===== src/rtl/dss_pkg.sv =====
// shared types and constants for the daily schedule selector
// no dependencies; used by dss_ctrl, dss_datapath and the top level
`timescale 1ns / 1ps

package dss_pkg;

    localparam logic [16:0] DAY_SECONDS = 17'd86400;

    typedef enum logic [1:0] {
        OP_TICK      = 2'd0,
        OP_LOAD      = 2'd1,
        OP_SET_TIME  = 2'd2,
        OP_SET_VALUE = 2'd3
    } t_op;

    typedef enum logic [2:0] {
        S_IDLE,
        S_EXEC,
        S_SCAN,
        S_LAST,
        S_PICK,
        S_EMIT
    } t_state;

    // commands from controller to datapath
    typedef struct packed {
        logic capture;
        logic wr_start;
        logic wr_level;
        logic set_valid;
        logic scan_clear;
        logic scan_rd;
        logic sel_update;
        logic load_out;
    } t_ctrl_cmd;

    // status from datapath to controller
    typedef struct packed {
        t_op  op;
        logic slot_ok;
        logic entry_ok;
        logic sel_match;
        logic scan_last;
        logic found;
        logic best_is_sel;
        logic out_free;
    } t_dp_status;

endpackage


===== src/rtl/daily_schedule_selector_core.sv =====
// Daily schedule selector, top level.
// Input channel (i_in_valid / o_in_stall) carries one operation: tick with the
// second of day, load entry, set entry time or set entry value. A transfer
// happens at a clock edge with valid high and stall low.
// Output channel (o_out_valid / i_out_stall) carries the level now in force and
// its slot; at most one result per item.
// Load and set operations are captured in S_IDLE and executed in S_EXEC; a set value
// on the selected entry then passes S_EMIT, which loads the output register. A tick
// scans the start table one entry per cycle through its single read port (S_SCAN),
// then passes S_LAST and S_PICK, and S_EMIT when it emits.
// While the receiver stalls, the result waits in the output register; the
// block keeps taking items, and an item with a new result holds it, with the
// input stalled, until the register frees.
// Reset clears the valid bits and the selection; table contents are undefined
// until loaded, and no clearing pass runs.
// Depends on dss_pkg, dss_ctrl and dss_datapath.
`timescale 1ns / 1ps

module daily_schedule_selector_core #(
    parameter int ENTRIES = 16
) (
    input  logic               i_clk,
    input  logic               i_rst_n,
    input  logic               i_in_valid,
    output logic               o_in_stall,
    input  logic [1:0]         i_operation,
    input  logic [3:0]         i_slot,
    input  logic [16:0]        i_seconds,
    input  logic signed [31:0] i_value,
    output logic               o_out_valid,
    input  logic               i_out_stall,
    output logic signed [31:0] o_out_value,
    output logic [3:0]         o_out_slot
);

    dss_pkg::t_ctrl_cmd  cmd;
    dss_pkg::t_dp_status sts;

    dss_ctrl u_ctrl (
        .i_clk      (i_clk),
        .i_rst_n    (i_rst_n),
        .i_in_valid (i_in_valid),
        .o_in_stall (o_in_stall),
        .i_sts      (sts),
        .o_cmd      (cmd)
    );

    dss_datapath #(
        .ENTRIES (ENTRIES)
    ) u_datapath (
        .i_clk       (i_clk),
        .i_rst_n     (i_rst_n),
        .i_cmd       (cmd),
        .o_sts       (sts),
        .i_operation (i_operation),
        .i_slot      (i_slot),
        .i_seconds   (i_seconds),
        .i_value     (i_value),
        .i_out_stall (i_out_stall),
        .o_out_valid (o_out_valid),
        .o_out_value (o_out_value),
        .o_out_slot  (o_out_slot)
    );

endmodule


===== src/rtl/dss_datapath.sv =====
// datapath: item registers, entry tables, scan compare, selection and output register
// depends on dss_pkg
`timescale 1ns / 1ps

module dss_datapath #(
    parameter int ENTRIES = 16
) (
    input  logic                     i_clk,
    input  logic                     i_rst_n,
    input  dss_pkg::t_ctrl_cmd       i_cmd,
    output dss_pkg::t_dp_status      o_sts,
    input  logic [1:0]               i_operation,
    input  logic [3:0]               i_slot,
    input  logic [16:0]              i_seconds,
    input  logic signed [31:0]       i_value,
    input  logic                     i_out_stall,
    output logic                     o_out_valid,
    output logic signed [31:0]       o_out_value,
    output logic [3:0]               o_out_slot
);

    localparam int IDX_W = (ENTRIES > 1) ? $clog2(ENTRIES) : 1;

    function automatic logic [16:0] day_reduce(input logic [16:0] s);
        return (s >= dss_pkg::DAY_SECONDS) ? s - dss_pkg::DAY_SECONDS : s;
    endfunction

    // captured item
    dss_pkg::t_op       r_op;
    logic [3:0]         r_slot;
    logic [16:0]        r_secs;
    logic signed [31:0] r_val;

    // entry tables
    logic [16:0]        mem_start [ENTRIES];
    logic signed [31:0] mem_level [ENTRIES];
    logic [ENTRIES-1:0] r_valid;

    // scan
    logic [IDX_W-1:0]   r_scan_cnt;
    logic               r_cmp_en;
    logic               r_rd_vld;
    logic [IDX_W-1:0]   r_rd_idx;
    logic [16:0]        r_rd_start;
    logic signed [31:0] r_rd_level;
    logic [16:0]        r_best;
    logic [IDX_W-1:0]   r_best_idx;
    logic               r_found;

    // selection
    logic [IDX_W-1:0]   r_sel_slot;
    logic               r_sel_valid;

    // output register
    logic               r_out_valid;
    logic signed [31:0] r_out_value;
    logic [3:0]         r_out_slot;

    logic [IDX_W-1:0]   slot_idx;
    logic [16:0]        now;
    logic [16:0]        st;
    logic [16:0]        gap_wrap;
    logic [16:0]        gap;

    assign slot_idx = IDX_W'(r_slot);
    assign now      = day_reduce(r_secs);
    assign st       = day_reduce(r_rd_start);
    // only used when now < st, so the result fits in 17 bits
    assign gap_wrap = now + dss_pkg::DAY_SECONDS - st;
    assign gap      = (now >= st) ? now - st : gap_wrap;

    always_ff @(posedge i_clk) begin
        if (i_cmd.capture) begin
            r_op   <= dss_pkg::t_op'(i_operation);
            r_slot <= i_slot;
            r_secs <= i_seconds;
            r_val  <= i_value;
        end
    end

    always_ff @(posedge i_clk) begin
        if (i_cmd.wr_start) begin
            mem_start[slot_idx] <= r_secs;
        end
        if (i_cmd.wr_level) begin
            mem_level[slot_idx] <= r_val;
        end
        if (i_cmd.scan_rd) begin
            r_rd_start <= mem_start[r_scan_cnt];
        end
        r_rd_level <= mem_level[r_best_idx];
    end

    always_ff @(posedge i_clk) begin
        if (!i_rst_n) begin
            r_valid <= '0;
        end else if (i_cmd.set_valid) begin
            r_valid[slot_idx] <= 1'b1;
        end
    end

    always_ff @(posedge i_clk) begin
        if (!i_rst_n) begin
            r_scan_cnt <= '0;
            r_cmp_en   <= 1'b0;
            r_rd_vld   <= 1'b0;
            r_found    <= 1'b0;
        end else begin
            r_cmp_en <= i_cmd.scan_rd;
            r_rd_vld <= i_cmd.scan_rd && r_valid[r_scan_cnt];
            if (i_cmd.scan_clear) begin
                r_scan_cnt <= '0;
            end else if (i_cmd.scan_rd) begin
                r_scan_cnt <= r_scan_cnt + 1'b1;
            end
            if (i_cmd.scan_clear) begin
                r_found <= 1'b0;
            end else if (r_cmp_en && r_rd_vld && (!r_found || gap <= r_best)) begin
                r_found <= 1'b1;
            end
        end
    end

    // ties go to the later slot, hence <=
    always_ff @(posedge i_clk) begin
        if (i_cmd.scan_rd) begin
            r_rd_idx <= r_scan_cnt;
        end
        if (r_cmp_en && r_rd_vld && (!r_found || gap <= r_best)) begin
            r_best     <= gap;
            r_best_idx <= r_rd_idx;
        end
    end

    always_ff @(posedge i_clk) begin
        if (!i_rst_n) begin
            r_sel_slot  <= '0;
            r_sel_valid <= 1'b0;
        end else if (i_cmd.sel_update) begin
            r_sel_slot  <= r_best_idx;
            r_sel_valid <= 1'b1;
        end
    end

    always_ff @(posedge i_clk) begin
        if (!i_rst_n) begin
            r_out_valid <= 1'b0;
        end else if (i_cmd.load_out) begin
            r_out_valid <= 1'b1;
        end else if (!i_out_stall) begin
            r_out_valid <= 1'b0;
        end
    end

    // a tick announces the table level, a set value announces the new value
    always_ff @(posedge i_clk) begin
        if (i_cmd.load_out) begin
            if (r_op == dss_pkg::OP_TICK) begin
                r_out_value <= r_rd_level;
                r_out_slot  <= 4'(r_best_idx);
            end else begin
                r_out_value <= r_val;
                r_out_slot  <= r_slot;
            end
        end
    end

    assign o_sts.op          = r_op;
    assign o_sts.slot_ok     = (32'(r_slot) < ENTRIES);
    assign o_sts.entry_ok    = r_valid[slot_idx];
    assign o_sts.sel_match   = r_sel_valid && (r_sel_slot == slot_idx);
    assign o_sts.scan_last   = (r_scan_cnt == IDX_W'(ENTRIES - 1));
    assign o_sts.found       = r_found;
    assign o_sts.best_is_sel = r_sel_valid && (r_sel_slot == r_best_idx);
    assign o_sts.out_free    = !r_out_valid || !i_out_stall;

    assign o_out_valid = r_out_valid;
    assign o_out_value = r_out_value;
    assign o_out_slot  = r_out_slot;

    a_load_when_free: assert property (@(posedge i_clk) disable iff (!i_rst_n)
        i_cmd.load_out |-> (!r_out_valid || !i_out_stall))
        else $error("output register overwritten while stalled");

    a_select_needs_found: assert property (@(posedge i_clk) disable iff (!i_rst_n)
        i_cmd.sel_update |-> r_found)
        else $error("selection updated without a valid entry");

    a_sel_sticks: assert property (@(posedge i_clk) disable iff (!i_rst_n)
        i_cmd.sel_update |=> (r_sel_valid && r_sel_slot == $past(r_best_idx)))
        else $error("selection register not updated");

    a_no_write_on_capture: assert property (@(posedge i_clk) disable iff (!i_rst_n)
        i_cmd.capture |-> !(i_cmd.wr_start || i_cmd.wr_level || i_cmd.scan_rd))
        else $error("table access while taking a new item");

endmodule


===== src/rtl/dss_ctrl.sv =====
// controller state machine: decodes the captured item and sequences the table scan
// depends on dss_pkg
`timescale 1ns / 1ps

module dss_ctrl (
    input  logic                 i_clk,
    input  logic                 i_rst_n,
    input  logic                 i_in_valid,
    output logic                 o_in_stall,
    input  dss_pkg::t_dp_status  i_sts,
    output dss_pkg::t_ctrl_cmd   o_cmd
);

    dss_pkg::t_state r_state;
    dss_pkg::t_state n_state;

    always_ff @(posedge i_clk) begin
        if (!i_rst_n) begin
            r_state <= dss_pkg::S_IDLE;
        end else begin
            r_state <= n_state;
        end
    end

    always_comb begin
        n_state = r_state;
        o_cmd   = '0;
        unique case (r_state)
            dss_pkg::S_IDLE: begin
                o_cmd.capture = i_in_valid;
                if (i_in_valid) begin
                    n_state = dss_pkg::S_EXEC;
                end
            end
            dss_pkg::S_EXEC: begin
                n_state = dss_pkg::S_IDLE;
                unique case (i_sts.op)
                    dss_pkg::OP_TICK: begin
                        o_cmd.scan_clear = 1'b1;
                        n_state          = dss_pkg::S_SCAN;
                    end
                    dss_pkg::OP_LOAD: begin
                        if (i_sts.slot_ok) begin
                            o_cmd.wr_start  = 1'b1;
                            o_cmd.wr_level  = 1'b1;
                            o_cmd.set_valid = 1'b1;
                        end
                    end
                    dss_pkg::OP_SET_TIME: begin
                        o_cmd.wr_start = i_sts.slot_ok && i_sts.entry_ok;
                    end
                    dss_pkg::OP_SET_VALUE: begin
                        if (i_sts.slot_ok && i_sts.entry_ok) begin
                            o_cmd.wr_level = 1'b1;
                            // new level of the entry in force goes out through S_EMIT
                            if (i_sts.sel_match) begin
                                n_state = dss_pkg::S_EMIT;
                            end
                        end
                    end
                    default: begin
                    end
                endcase
            end
            dss_pkg::S_SCAN: begin
                o_cmd.scan_rd = 1'b1;
                if (i_sts.scan_last) begin
                    n_state = dss_pkg::S_LAST;
                end
            end
            dss_pkg::S_LAST: begin
                // last compare lands this cycle
                n_state = dss_pkg::S_PICK;
            end
            dss_pkg::S_PICK: begin
                if (i_sts.found && !i_sts.best_is_sel) begin
                    o_cmd.sel_update = 1'b1;
                    n_state          = dss_pkg::S_EMIT;
                end else begin
                    n_state = dss_pkg::S_IDLE;
                end
            end
            dss_pkg::S_EMIT: begin
                if (i_sts.out_free) begin
                    o_cmd.load_out = 1'b1;
                    n_state        = dss_pkg::S_IDLE;
                end
            end
            default: begin
                n_state = dss_pkg::S_IDLE;
            end
        endcase
    end

    assign o_in_stall = (r_state != dss_pkg::S_IDLE);

endmodule


===== config.mk =====
export PLATFORM = sky130hd
export DESIGN_NAME = daily_schedule_selector_core
export DESIGN_NICKNAME = d
export VERILOG_FILES = /design/src/rtl/dss_pkg.sv /design/src/rtl/daily_schedule_selector_core.sv /design/src/rtl/dss_datapath.sv /design/src/rtl/dss_ctrl.sv
export SDC_FILE = /design/constraint.sdc
export NUM_CORES = 1
export LEC_CHECK = 0
export ABC_AREA = 0
export BUFFER_PORTS_ARGS = -buffer_cell sky130_fd_sc_hd__buf_2
export CORE_MARGIN = 2
export CORE_UTILIZATION = 35
export DETAILED_ROUTE_END_ITERATION = 10
export PLACE_DENSITY = 0.48
export SETUP_SLACK_MARGIN = 0.05
export SLEW_MARGIN = 30
export SYNTH_ARGS = -nofsm -noshare
export SYNTH_HDL_FRONTEND = slang
export SYNTH_SLANG_ARGS = --single-unit
export TNS_END_PERCENT = 30

===== constraint.sdc =====
create_clock -name i_clk -period 8.37 [get_ports i_clk]
set_input_delay 0.4185 -clock i_clk [delete_from_list [all_inputs] [get_ports i_clk]]
set_output_delay 0.4185 -clock i_clk [all_outputs]
set_load 0.005 [all_outputs]

Yosys cells after proc, flatten, opt, wreduce, memory -nomap -nowiden:

Memory sizes are Yosys's and may differ from the RTL's. A register that Yosys moved wholly into a read port is not among the register bits.
Cells that the tools add are included.

* div/mod/pow operators: 0
* multipliers: 0
* mux-type cells: 37
* eq/ne operators: 15
* shift operators: 0
* add/subtract/negate cells: 6
* reduce and logical (&&, ||, !) cells: 18
* bitwise operators: 2
* order comparisons: 7

Operators with widths (count)
* $mux 17: 3
* $ge 17x17->1 const B: 2
* $sub 17x17->17: 2
* $sub 17x17->17 const B: 2
* $mux 32: 1
* $mux 1: 18
* $mux 3: 6
* $pmux 3 s6: 1
* $add 17x17->17 const B: 1
* $ge 17x17->1: 1
* $le 17x17->1: 1
* $or 16x16->16: 1
* $lt 4x5->1 const B: 2
* $bmux 1 s4: 2
* $eq 4x4->1: 2
* $mux 4: 2
* $logic_and 1x1->1: 7
* $eq 3x2->1 const B: 2
* $eq 3x3->1 const B: 2
* $ne 2x2->1 const B: 3
* $pmux 3 s2: 1
* $add 4x1->4 const B: 1
* $demux 1 s4: 1
* $eq 2x2->1 const B: 2
* other kinds (14): 19

* bits in registers: 148
* bits in writable memories: 784
* memories kept: 2
* bits in latches: 0
* bits in read-only memories: 0
* word-level logic and storage cells: 105
* output and inout bits: 38
* input port bits: 59

Memories
* u_datapath.mem_level: depth 16, bits a word 32, rd ports 1, clocked after Yosys merged registers in 1, write ports 1, line dss_datapath.sv:36 `logic signed [31:0] mem_level [ENTRIES];`
* u_datapath.mem_start: depth 16, bits a word 17, rd ports 1, clocked after Yosys merged registers in 1, write ports 1, line dss_datapath.sv:35 `logic [16:0] mem_start [ENTRIES];`

Depth between registers and ports, before layout:

Gate-level depths: netlist of run 1.

* depth after elaboration: 8
* gate-level depth with buffers: 23
* mapped depth without buffers: 22

Hierarchy:

Synthesis of run 1 repeated with hierarchy kept, for this count alone.

* cells, all modules: 1919
* area, all modules: 39332.7 µm²

By module, submodules not included
* dss_datapath: area each 38984.9 µm², cells each 1877, instances 1, sequential area each 28757.6 µm²
* dss_ctrl: area each 347.8 µm², cells each 42, instances 1, sequential area each 60.1 µm²

Worst setup path after synthesis of run 1:

No wires, ideal clock.

* path type: register to register
* from: register u_datapath.r_secs[7]
* to: register u_datapath.r_best[0], enable pin
* required time: 7.964 ns
* buffers on the path: 1
* period minus slack after synthesis: 6.540 ns
* path slack: 1.830 ns
* stages on the path, launching flop included: 23
* library setup time: 0.406 ns
* arrival: 6.134 ns
* cells stage by stage: edfxtp_1 > ha_1 > o41a_1 > o21ai_0 > nand2_1 > o21ai_2 > or4_1 > xnor2_1 > ha_1 > fa_1 > a31oi_1 > o211ai_1 > a31o_2 > and2_1 > o21a_1 > buf_4 > mux2_2 > ha_1 > nand3_1 > or4_1 > o21ai_0 > o211ai_1 > a21oi_1

* word-level cells in the longest chain between the ends: 8
* elaborated cells on any way between the ends: 11
* classes of those cells: add/sub (4); order compare (3); mux (2); reduce/logical (2)

Ends and longest elaborated chain
* from (decl): line dss_datapath.sv:31 `logic [16:0] r_secs;`
* from (signal assigned): line dss_datapath.sv:76 `r_secs <= i_seconds;`
* $sub 17x17->17 or $ge 17x17->1 (tied branches): line dss_datapath.sv:25 `return (s >= dss_pkg::DAY_SECONDS) ? s - dss_pkg::DAY_SECONDS : s;`
* $mux 17 (*): line dss_datapath.sv:25
* $add 17x17->17: line dss_datapath.sv:69 `assign gap_wrap = now + dss_pkg::DAY_SECONDS - st;`
* $sub 17x17->17: line dss_datapath.sv:69
* $mux 17 (*): line dss_datapath.sv:70 `assign gap = (now >= st) ? now - st : gap_wrap;`
* via u_datapath.gap[7]: line dss_datapath.sv:63 `logic [16:0] gap;`
* $le 17x17->1 (*): line dss_datapath.sv:129 `if (r_cmp_en && r_rd_vld && (!r_found || gap <= r_best)) begin`
* $logic_or 1x1->1 (*): line dss_datapath.sv:129
* $logic_and 1x1->1 (*): line dss_datapath.sv:129
* to (signal assigned): line dss_datapath.sv:130 `r_best <= gap;`
* to (decl): line dss_datapath.sv:46 `logic [16:0] r_best;`

The timed path passes the listed nets; every way through them passes the cells marked *.
A chain may end at the register's enable or synchronous reset.

Final worst setup path of run 1:

* from: register u_datapath.r_secs[8]
* to: register u_datapath.r_best[11], enable pin

The elaborated chain is that of the path after synthesis.

==> results.cfg, run 1 <==
[worst_setup_path]
crit_type = flip-flop to flip-flop
crit_fanout = 21
start_kind = flip-flop
endpoint_kind = flip-flop
cp.required_ps = 8680
cp.arrival_ps = 7250

[cts]
cts_buffers = 106
clkSlewWorstSetupHoldPaths_ps = 60
cts_num_sinks = 981
h-tree-depth = 3
cts_resized = 0
root_buffer = clkbuf_16
post_cts_buffers = 0
cts_tree = done
cts_max_path_buffers = 3
clock_latency_ps = 690

[finish]
final_util = 0.414
area_growth_pct = 17.0
finalInstanceArea_mm2 = 0.0460
final_common_cell = edfxtp_1
n_antenna_cell = 0
nets = 2269
mostFrequentLayoutCells = edfxtp_1, mux4_2, clkbuf_16
fillers = 9885
drive_gt1_frac = 0.284
layout.cells.non_filler = 3718

[pwr]
p_leak_nw = 14.8
power.density_mw_per_mm2 = 231
ir_drop_v = 0.000142
power_mw = 10.6

[yosys]
syn_avg_cell_area_um2 = 20.5
synth_area_mm2 = 0.0393
yosysUniqueCellTypes = 68
synth-main-ff-cell = edfxtp_1
ys_async_sr_fraction = 0
ys_warn_count = 0
synth_edf_count = 917
synthCells = 1914
synth_nets = 2046
ys_seq_area_frac = 0.733
ys_ff_latch = 981

[job]
cap_violations = 0

[sta]
hold_viol = 0
slew_headroom = 0.335
finalCritPeriodShare = 0.830
max_freq_mhz = 144
clock_skew_ps = 34.2
fin_crit_ps = 6940
final_max_slew_viol_count = 0
tns_ps = 0
rsz0062_at_grt = no
worstMarginPinSlew_ps = 995
setup_viol_count_final = 0

[grt]
grt_pass1_vias = 20400
grt_pass1_wl_um = 141000
grt_usage = 0.169
antenna_found_initial = 0
grt_max_degree = 69
grt.overflow.total = 0

[routing]
routed_via_density = 5.17
ant_nets = 0
routed_wl_um = 96400
dr.pass1.iters = 5
vias = 19200
wire_per_inst_um = 25.9
drc_errors = 0
drt_iter0_markers = 1484

[die]
chipHeight_um = 339
dieArea_mm2 = 0.115
io_pins = 97
initial_core_util = 0.354
dieWidth_um = 339
core_area_mm2 = 0.111
rows = 122

[worst_hold_path]
hold_path.class = primary input to flip-flop

[placement]
portBuffers = 96
dp.cells = 3462
dpl.hpwl_um = 51800
gp_congestion = 0.798
place_area_mm2 = 0.0420

[status]
status = finished clean
[power breakdown]
part	internal [mW]	total (mW)	switching [mW]
combinational	0.228	0.539	0.310
clock	2.71	4.60	1.89
sequential	5.42	5.50	0.0804
[path summary, 6_finish.rpt]
| kind | from | endpoint | slack (ps) | cells past startpoint |
|---|---|---|---|---|
| worst max-delay path | u_datapath.r_secs[8] | u_datapath.r_best[11] | 1430 | 20 |
| worst min-delay path | i_out_stall | u_datapath.o_out_valid | 120 | 3 |
| worst max register to register | u_datapath.r_secs[8] | u_datapath.r_best[11] | 1430 | 20 |
| worst min register to register | u_datapath.r_rd_idx[1] | u_datapath.r_best_idx[1] | 420 | 0 |
[critical path: stages (launching register included)]
cell and delay, ps:
edfxtp_1 670, ha_1 350, o41a_1 450, o21ai_0 220, nand2_1 120, o21ai_2 320, xor2_1 250, inv_1 110
fa_1 560, nor2b_1 70, a2111oi_0 660, a21oi_1 170, or4b_1 490, nand3_1 100, mux2i_1 100, ha_1 350
nand4_1 110, or4_1 460, o21ai_0 230, o211ai_1 180, a21oi_4 550
[flip-flops by register name, summed over array words and instances, names as in the netlist, 16 cells and up]
| signal | cells |
|---|---|
| u_datapath.mem_start | 272 |
| u_datapath.r_rd_start | 17 |
| u_datapath.r_val | 32 |
| u_datapath.o_out_value | 32 |
| u_datapath.r_valid | 16 |
| u_datapath.r_secs | 17 |
| u_datapath.r_best | 17 |
| u_datapath.mem_level | 512 |
| u_datapath.r_rd_level | 32 |
[logic make-up (layout without fill, tap and decap cells)]
| family | after synthesis | count (layout) | share of synthesized area |
|---|---|---|---|
| adder cells (fa/ha/maj) | 73 | 73 | 0.0257 |
| buffers and inverters | 146 | 462 | 0.0151 |
| multiplexers | 314 | 314 | 0.162 |
| flip-flops | 981 | 981 | 0.733 |
| XOR/XNOR | 56 | 56 | 0.0125 |
| AND/OR/NAND/NOR | 216 | 216 | 0.0280 |
| AO/OA/AOI/OAI | 128 | 128 | 0.0228 |
[repair_timing]
action | CTS | global route
hold endpoints to repair | 54 | 1
setup endpoints to repair | 0 | 0
hold buffers | 54 | 1
[layout make-up]
type                    count  area, um^2  area share
clock buffers             166        3030      0.0659
clock inverters            35         437     0.00950
inverters                  66         248     0.00539
multi-input cells         787       10200       0.221
flip-flops and latches    981       28800       0.627
well taps                1488        1860      0.0405
repair buffers            195        1430      0.0311
[synth_stat cells, types with 5 or more instances]
cell type / number / area, um^2
inv_1: 66 / 248
xnor2_1: 33 / 289
nand2_1: 40 / 150
o21bai_1: 5 / 37.5
and2_1: 5 / 31.3
a31oi_1: 5 / 31.3
nand2b_1: 7 / 43.8
nand3_1: 16 / 80.1
fa_1: 13 / 260
nor2b_1: 21 / 131
nor3_1: 6 / 30.0
nand4_1: 11 / 68.8
o21a_1: 20 / 150
buf_1: 8 / 30.0
edfxtp_1: 917 / 27500
mux2i_1: 19 / 190
o21ai_0: 15 / 75.1
nor2_1: 74 / 278
ha_1: 60 / 751
clkbuf_1: 50 / 188
a21oi_1: 31 / 155
buf_2: 17 / 85.1
mux2_2: 40 / 450
a21o_1: 11 / 82.6
xor2_1: 23 / 201
dfxtp_1: 64 / 1280
nor4_1: 6 / 37.5
mux4_2: 255 / 5740
[metrics by stage]
stage          worst slack, ps  hold WS, ps
5_1_grt                    829         94.6
6_report                  1430          121
3_3_place_gp              1290          404
2_1_floorplan             1830          400
4_1_cts                   1430      0.00810
3_5_place_dp              1480          405
[layer usage]
metal / global-route usage / share of wire / vias to the layer above / wire (um)
met1: 0.250 / 0.47 / 10400 / 45600
met5: 0 / 0 / - / 0
met2: 0.259 / 0.46 / 465 / 44500
li1: - / - / 8289 / -
met3: 0.0267 / 0.046 / 130 / 4420
met4: 0.0432 / 0.021 / 0 / 1990
(Power assumes the default switching activity.)
==> inputs of run 2 (changes only) <==
Clock period 8.37 ns to 6.6 ns, I/O delays scaled along.
==> run 2 against run 1 <==
  * Cell area up 0.27%
  * Critical path type unchanged
  * Flip-flop and latch count is the same
  * Die area is the same
  * Worst hold slack gained 6.4 ps
  * Sequential share of layout area down 0.17 points
  * Worst setup slack lost 1000 ps
  * Power up 28%
  * Global-route usage about the same
  * Largest cell class unchanged
==> results.cfg, run 2 (synthesized netlist as in run 1, its figures left out) <==
[status]
status = finished clean

[worst_setup_path]
cp-startpoint = u_datapath.r_secs[7]
endpoint_kind = flip-flop
crit_type = flip-flop to flip-flop
rr_startpoint = u_datapath.r_secs[7]
crit_fanout = 21
start_kind = flip-flop
cp.required_ps = 6930
cp.arrival_ps = 6500

[cts]
cts_buffers = 104
cts_max_path_buffers = 3
cts_num_sinks = 981
clock_latency_ps = 690
h-tree-depth = 3
cts_tree = done
clkSlewWorstSetupHoldPaths_ps = 60
root_buffer = clkbuf_16

[job]
cap_violations = 0

[placement]
portBuffers = 96
gp_congestion = 0.821
dp.cells = 3470
dpl.hpwl_um = 51900

[routing]
ant_nets = 0
dr.pass1.iters = 7
vias = 19200
drt_iter0_markers = 1683
drc_errors = 0
routed_via_density = 5.15
routed_wl_um = 96600
wire_per_inst_um = 25.9

[sta]
finalCritPeriodShare = 0.936
final_max_slew_viol_count = 0
rsz0062_at_grt = no
clock_skew_ps = 67.8
setup_viol_count_final = 0
fin_crit_ps = 6180
hold_viol = 0
whs_ps = 127
slew_headroom = 0.362
max_freq_mhz = 162
worstMarginPinSlew_ps = 957
tns_ps = 0

[finish]
fillers = 9805
layout.cells.non_filler = 3725
largest_register_ffs = 512
final_common_cell = edfxtp_1
seq_area_mm2 = 0.0288
drive_gt1_frac = 0.295
reg.largest.list = u_datapath.mem_level: 512 flops, u_datapath.mem_start: 272 flops
top_register = u_datapath.mem_level
multiInputGateArea_mm2 = 0.0102
area_growth_pct = 17.4
n_antenna_cell = 0
nets = 2277
mostFrequentLayoutCells = edfxtp_1, mux4_2, clkbuf_16

[grt]
grt_max_degree = 132
grt_pass1_vias = 20400
grt_usage = 0.169
antenna_found_initial = 3
grt_pass1_wl_um = 141000
grt.overflow.total = 0

[worst_hold_path]
hold_path.class = primary input to flip-flop
hold_path.startpoint = i_rst_n

[die]
rows = 122
chipHeight_um = 339
dieArea_mm2 = 0.115
io_pins = 97
initial_core_util = 0.354
dieWidth_um = 339
core_area_mm2 = 0.111

[pwr]
power.density_mw_per_mm2 = 295
p_leak_nw = 14.9
ir_drop_v = 0.000204
## run 2: path summary, 6_finish.rpt
kind                                                  to  slack (ps)  depth (start not counted)
worst max-delay path               u_datapath.r_best[13]         420                         22
worst min-delay path              u_datapath.r_valid[13]         130                          2
worst max register to register     u_datapath.r_best[13]         420                         22
worst min register to register  u_datapath.r_best_idx[0]         400                          0
## run 2: power by group
group          internal (mW)  switching (mW)
Sequential              6.87          0.0797
Combinational          0.295           0.414
Clock                   3.47            2.47
## run 2: stage by stage
stage	setup WS (ps)	cell area, um^2	total power, mW	utilization
after floorplan	59.8	39300	7.51	-
after global placement	350	42000	7.74	0.378
after detailed placement	235	42000	7.77	0.378
after CTS	195	46100	13.8	0.415
after global routing	82.5	46100	14.1	0.415
final	422	46100	13.6	0.415
## run 2: cell type report
| type | instances | share of cell area |
|---|---|---|
| clock buffer | 129 | 0.0607 |
| multi-input combinational | 787 | 0.221 |
| clock inverter | 69 | 0.0157 |
| timing repair buffer | 205 | 0.0320 |
| sequential | 981 | 0.625 |
| inverter | 66 | 0.00537 |
| tap | 1488 | 0.0404 |
## run 2: metal layers
metal,wire [um],global-route usage,up-vias
met4,1550,0.0385,2
met3,4860,0.0284,112
met5,13,0,-
li1,-,-,8298
met1,45000,0.246,10300
met2,45100,0.265,482
## run 2: critical path, cell delays in order, from the launching register on
cell	delay [ps]
edfxtp_1	400
ha_1	250
o41a_1	450
o21ai_0	220
nand2_1	150
o21ai_4	220
buf_4	160
xor2_1	320
inv_1	130
fa_1	590
nor2b_1	90
a2111oi_2	350
a21oi_1	140
or4b_1	490
nand3_1	110
mux2i_1	100
ha_1	330
nand4_1	110
or4_1	470
o21ai_0	220
o211ai_1	150
a21oi_2	160
buf_8	210
## run 2: repair_timing
item / in CTS / in global routing
buffers inserted: 0 / 1
hold buffers: 56 / 0
gates resized for setup: 0 / 8
endpoints found under the hold margin: 56 / 0
setup endpoints to repair: 0 / 21
==> inputs of run 3 (changes only) <==
==> constraint.sdc (replaced) <==
create_clock -name i_clk -period 6.6 [get_ports i_clk]
set_input_delay 1.32 -clock i_clk [delete_from_list [all_inputs] [get_ports i_clk]]
set_output_delay 1.32 -clock i_clk [all_outputs]
set_load 0.02 [all_outputs]
==> run 3 against run 2 <==
  * Clock skew down 37 ps
  * Sequential power about the same
  * Global-route usage down 0.052 points
  * Largest cell class unchanged
  * Largest power group unchanged
==> results.cfg, run 3 (synthesized netlist as in run 1, its figures left out) <==
[placement]
portBuffers = 96
dp.cells = 3471
gp_congestion = 0.820
dpl.hpwl_um = 51900
place_area_mm2 = 0.0420

[pwr]
power.density_mw_per_mm2 = 300
clkPwrFrac = 0.441
p_leak_nw = 14.7
combPwrFrac = 0.050
p_int_mw = 10.7
power_mw = 13.7
switchingPower_mw = 2.96
switching_share = 0.216
seq_power_share = 0.509
ir_drop_v = 0.000215

[die]
dieArea_mm2 = 0.115
rows = 122
core_area_mm2 = 0.111
io_pins = 97
chipHeight_um = 339
dieWidth_um = 339
initial_core_util = 0.354

[finish]
final_util = 0.411
nets = 2223
finalInstanceArea_mm2 = 0.0456
top_register = u_datapath.mem_level
mostFrequentLayoutCells = edfxtp_1, mux4_2, clkbuf_16
n_antenna_cell = 0
area_growth_pct = 16.1
layout.cells.non_filler = 3668
final_common_cell = edfxtp_1
largest_register_ffs = 512
drive_gt1_frac = 0.307
fillers = 9811
reg.largest.list = u_datapath.mem_level: 512 flops, u_datapath.mem_start: 272 flops
multiInputGateArea_mm2 = 0.0102
seq_area_mm2 = 0.0288

[sta]
finalCritPeriodShare = 0.920
tns_ps = 0
hold_viol = 0
slew_headroom = 0.304
clock_skew_ps = 31.0
fin_crit_ps = 6070
rsz0062_at_grt = no
final_max_slew_viol_count = 0
max_freq_mhz = 165
setup_viol_count_final = 0
worstMarginPinSlew_ps = 1040

[routing]
dr.pass1.iters = 5
drc_errors = 0
drt_iter0_markers = 1753
ant_nets = 0
routed_wl_um = 96500
routed_via_density = 5.20
vias = 19100
wire_per_inst_um = 26.3

[cts]
h-tree-depth = 3
hold_buffers = 0
clock_latency_ps = 710
cts_resized = 0
cts_num_sinks = 981
post_cts_buffers = 0
root_buffer = clkbuf_16
clkSlewWorstSetupHoldPaths_ps = 60
cts_max_path_buffers = 3
cts_buffers = 106
cts_tree = done

[worst_setup_path]
crit_fanout = 20
cp.required_ps = 6980
start_kind = flip-flop
endpoint_kind = flip-flop
reg2reg_depth = 22
cp.arrival_ps = 6450
crit_type = flip-flop to flip-flop

[grt]
grt_pass1_wl_um = 140000
grt_max_degree = 132
grt.overflow.total = 0
antenna_found_initial = 2
grt_usage = 0.168
grt_pass1_vias = 20300

[job]
cap_violations = 0

[worst_hold_path]
hold_path.class = flip-flop to flip-flop
holdPathStages = 0

[status]
status = finished clean
[run 3: cell types whose count changed in the layout (fill, tap and decap cells not counted), moves of 2 or more]
cell	delta
clkinv_1	-13
inv_16	-3
dlygate4sd3_1	-56
clkbuf_1	+3
clkinvlp_4	-2
clkbuf_8	+9
[run 3: stage by stage]
stage | setup slack (ps) | hold WS, ps
final | 527 | 432
after global routing | 62.0 | 437
after CTS | 265 | 434
after detailed placement | 305 | 424
after global placement | 352 | 412
after floorplan | 59.8 | 400
[run 3: path summary, 6_finish.rpt]
| path | start | end | slack (ps) |
|---|---|---|---|
| setup reg to reg | u_datapath.r_secs[8] | u_datapath.r_best[4] | 530 |
| hold reg to reg | u_datapath.r_rd_idx[2] | u_datapath.r_best_idx[2] | 430 |
| hold / removal | u_datapath.r_rd_idx[2] | u_datapath.r_best_idx[2] | 430 |
| setup / recovery | u_datapath.r_secs[8] | u_datapath.r_best[4] | 530 |
[run 3: routing by layer]
layer,GRT usage,wire [um]
met1,0.246,45600
met4,0.0450,2000
met3,0.0293,4570
met2,0.259,44300
met5,0,0
[run 3: power groups by stage]
stage	clock, mW	sequential [mW]	combinational (mW)
after floorplan	0	7.06	0.450
after global placement	0	7.08	0.669
after detailed placement	0	7.08	0.681
after CTS	6.18	6.95	0.685
after global routing	6.42	6.96	0.760
final	6.03	6.95	0.684
[run 3: final cells by class]
class / count / share of cell area
Clock inverter: 56 / 0.0143
Clock buffer: 141 / 0.0644
Inverter: 66 / 0.00543
Tap cell: 1488 / 0.0408
Timing Repair Buffer: 149 / 0.0201
Sequential cell: 981 / 0.632
Multi-Input combinational cell: 787 / 0.223
[run 3: critical path, cell delays in order, from the launching register on]
cell	delay [ps]
edfxtp_1	350
buf_4	240
nor4bb_1	350
nand4_1	180
nand2_1	180
o21ai_4	100
or4_1	480
xnor2_1	200
ha_1	260
fa_1	460
a31oi_1	210
o211ai_1	130
a31o_2	250
and2_1	190
o21a_2	340
mux2_2	330
ha_1	290
nand3_1	80
or4_1	410
o21ai_1	170
o211ai_1	130
a21oi_2	190
buf_8	220
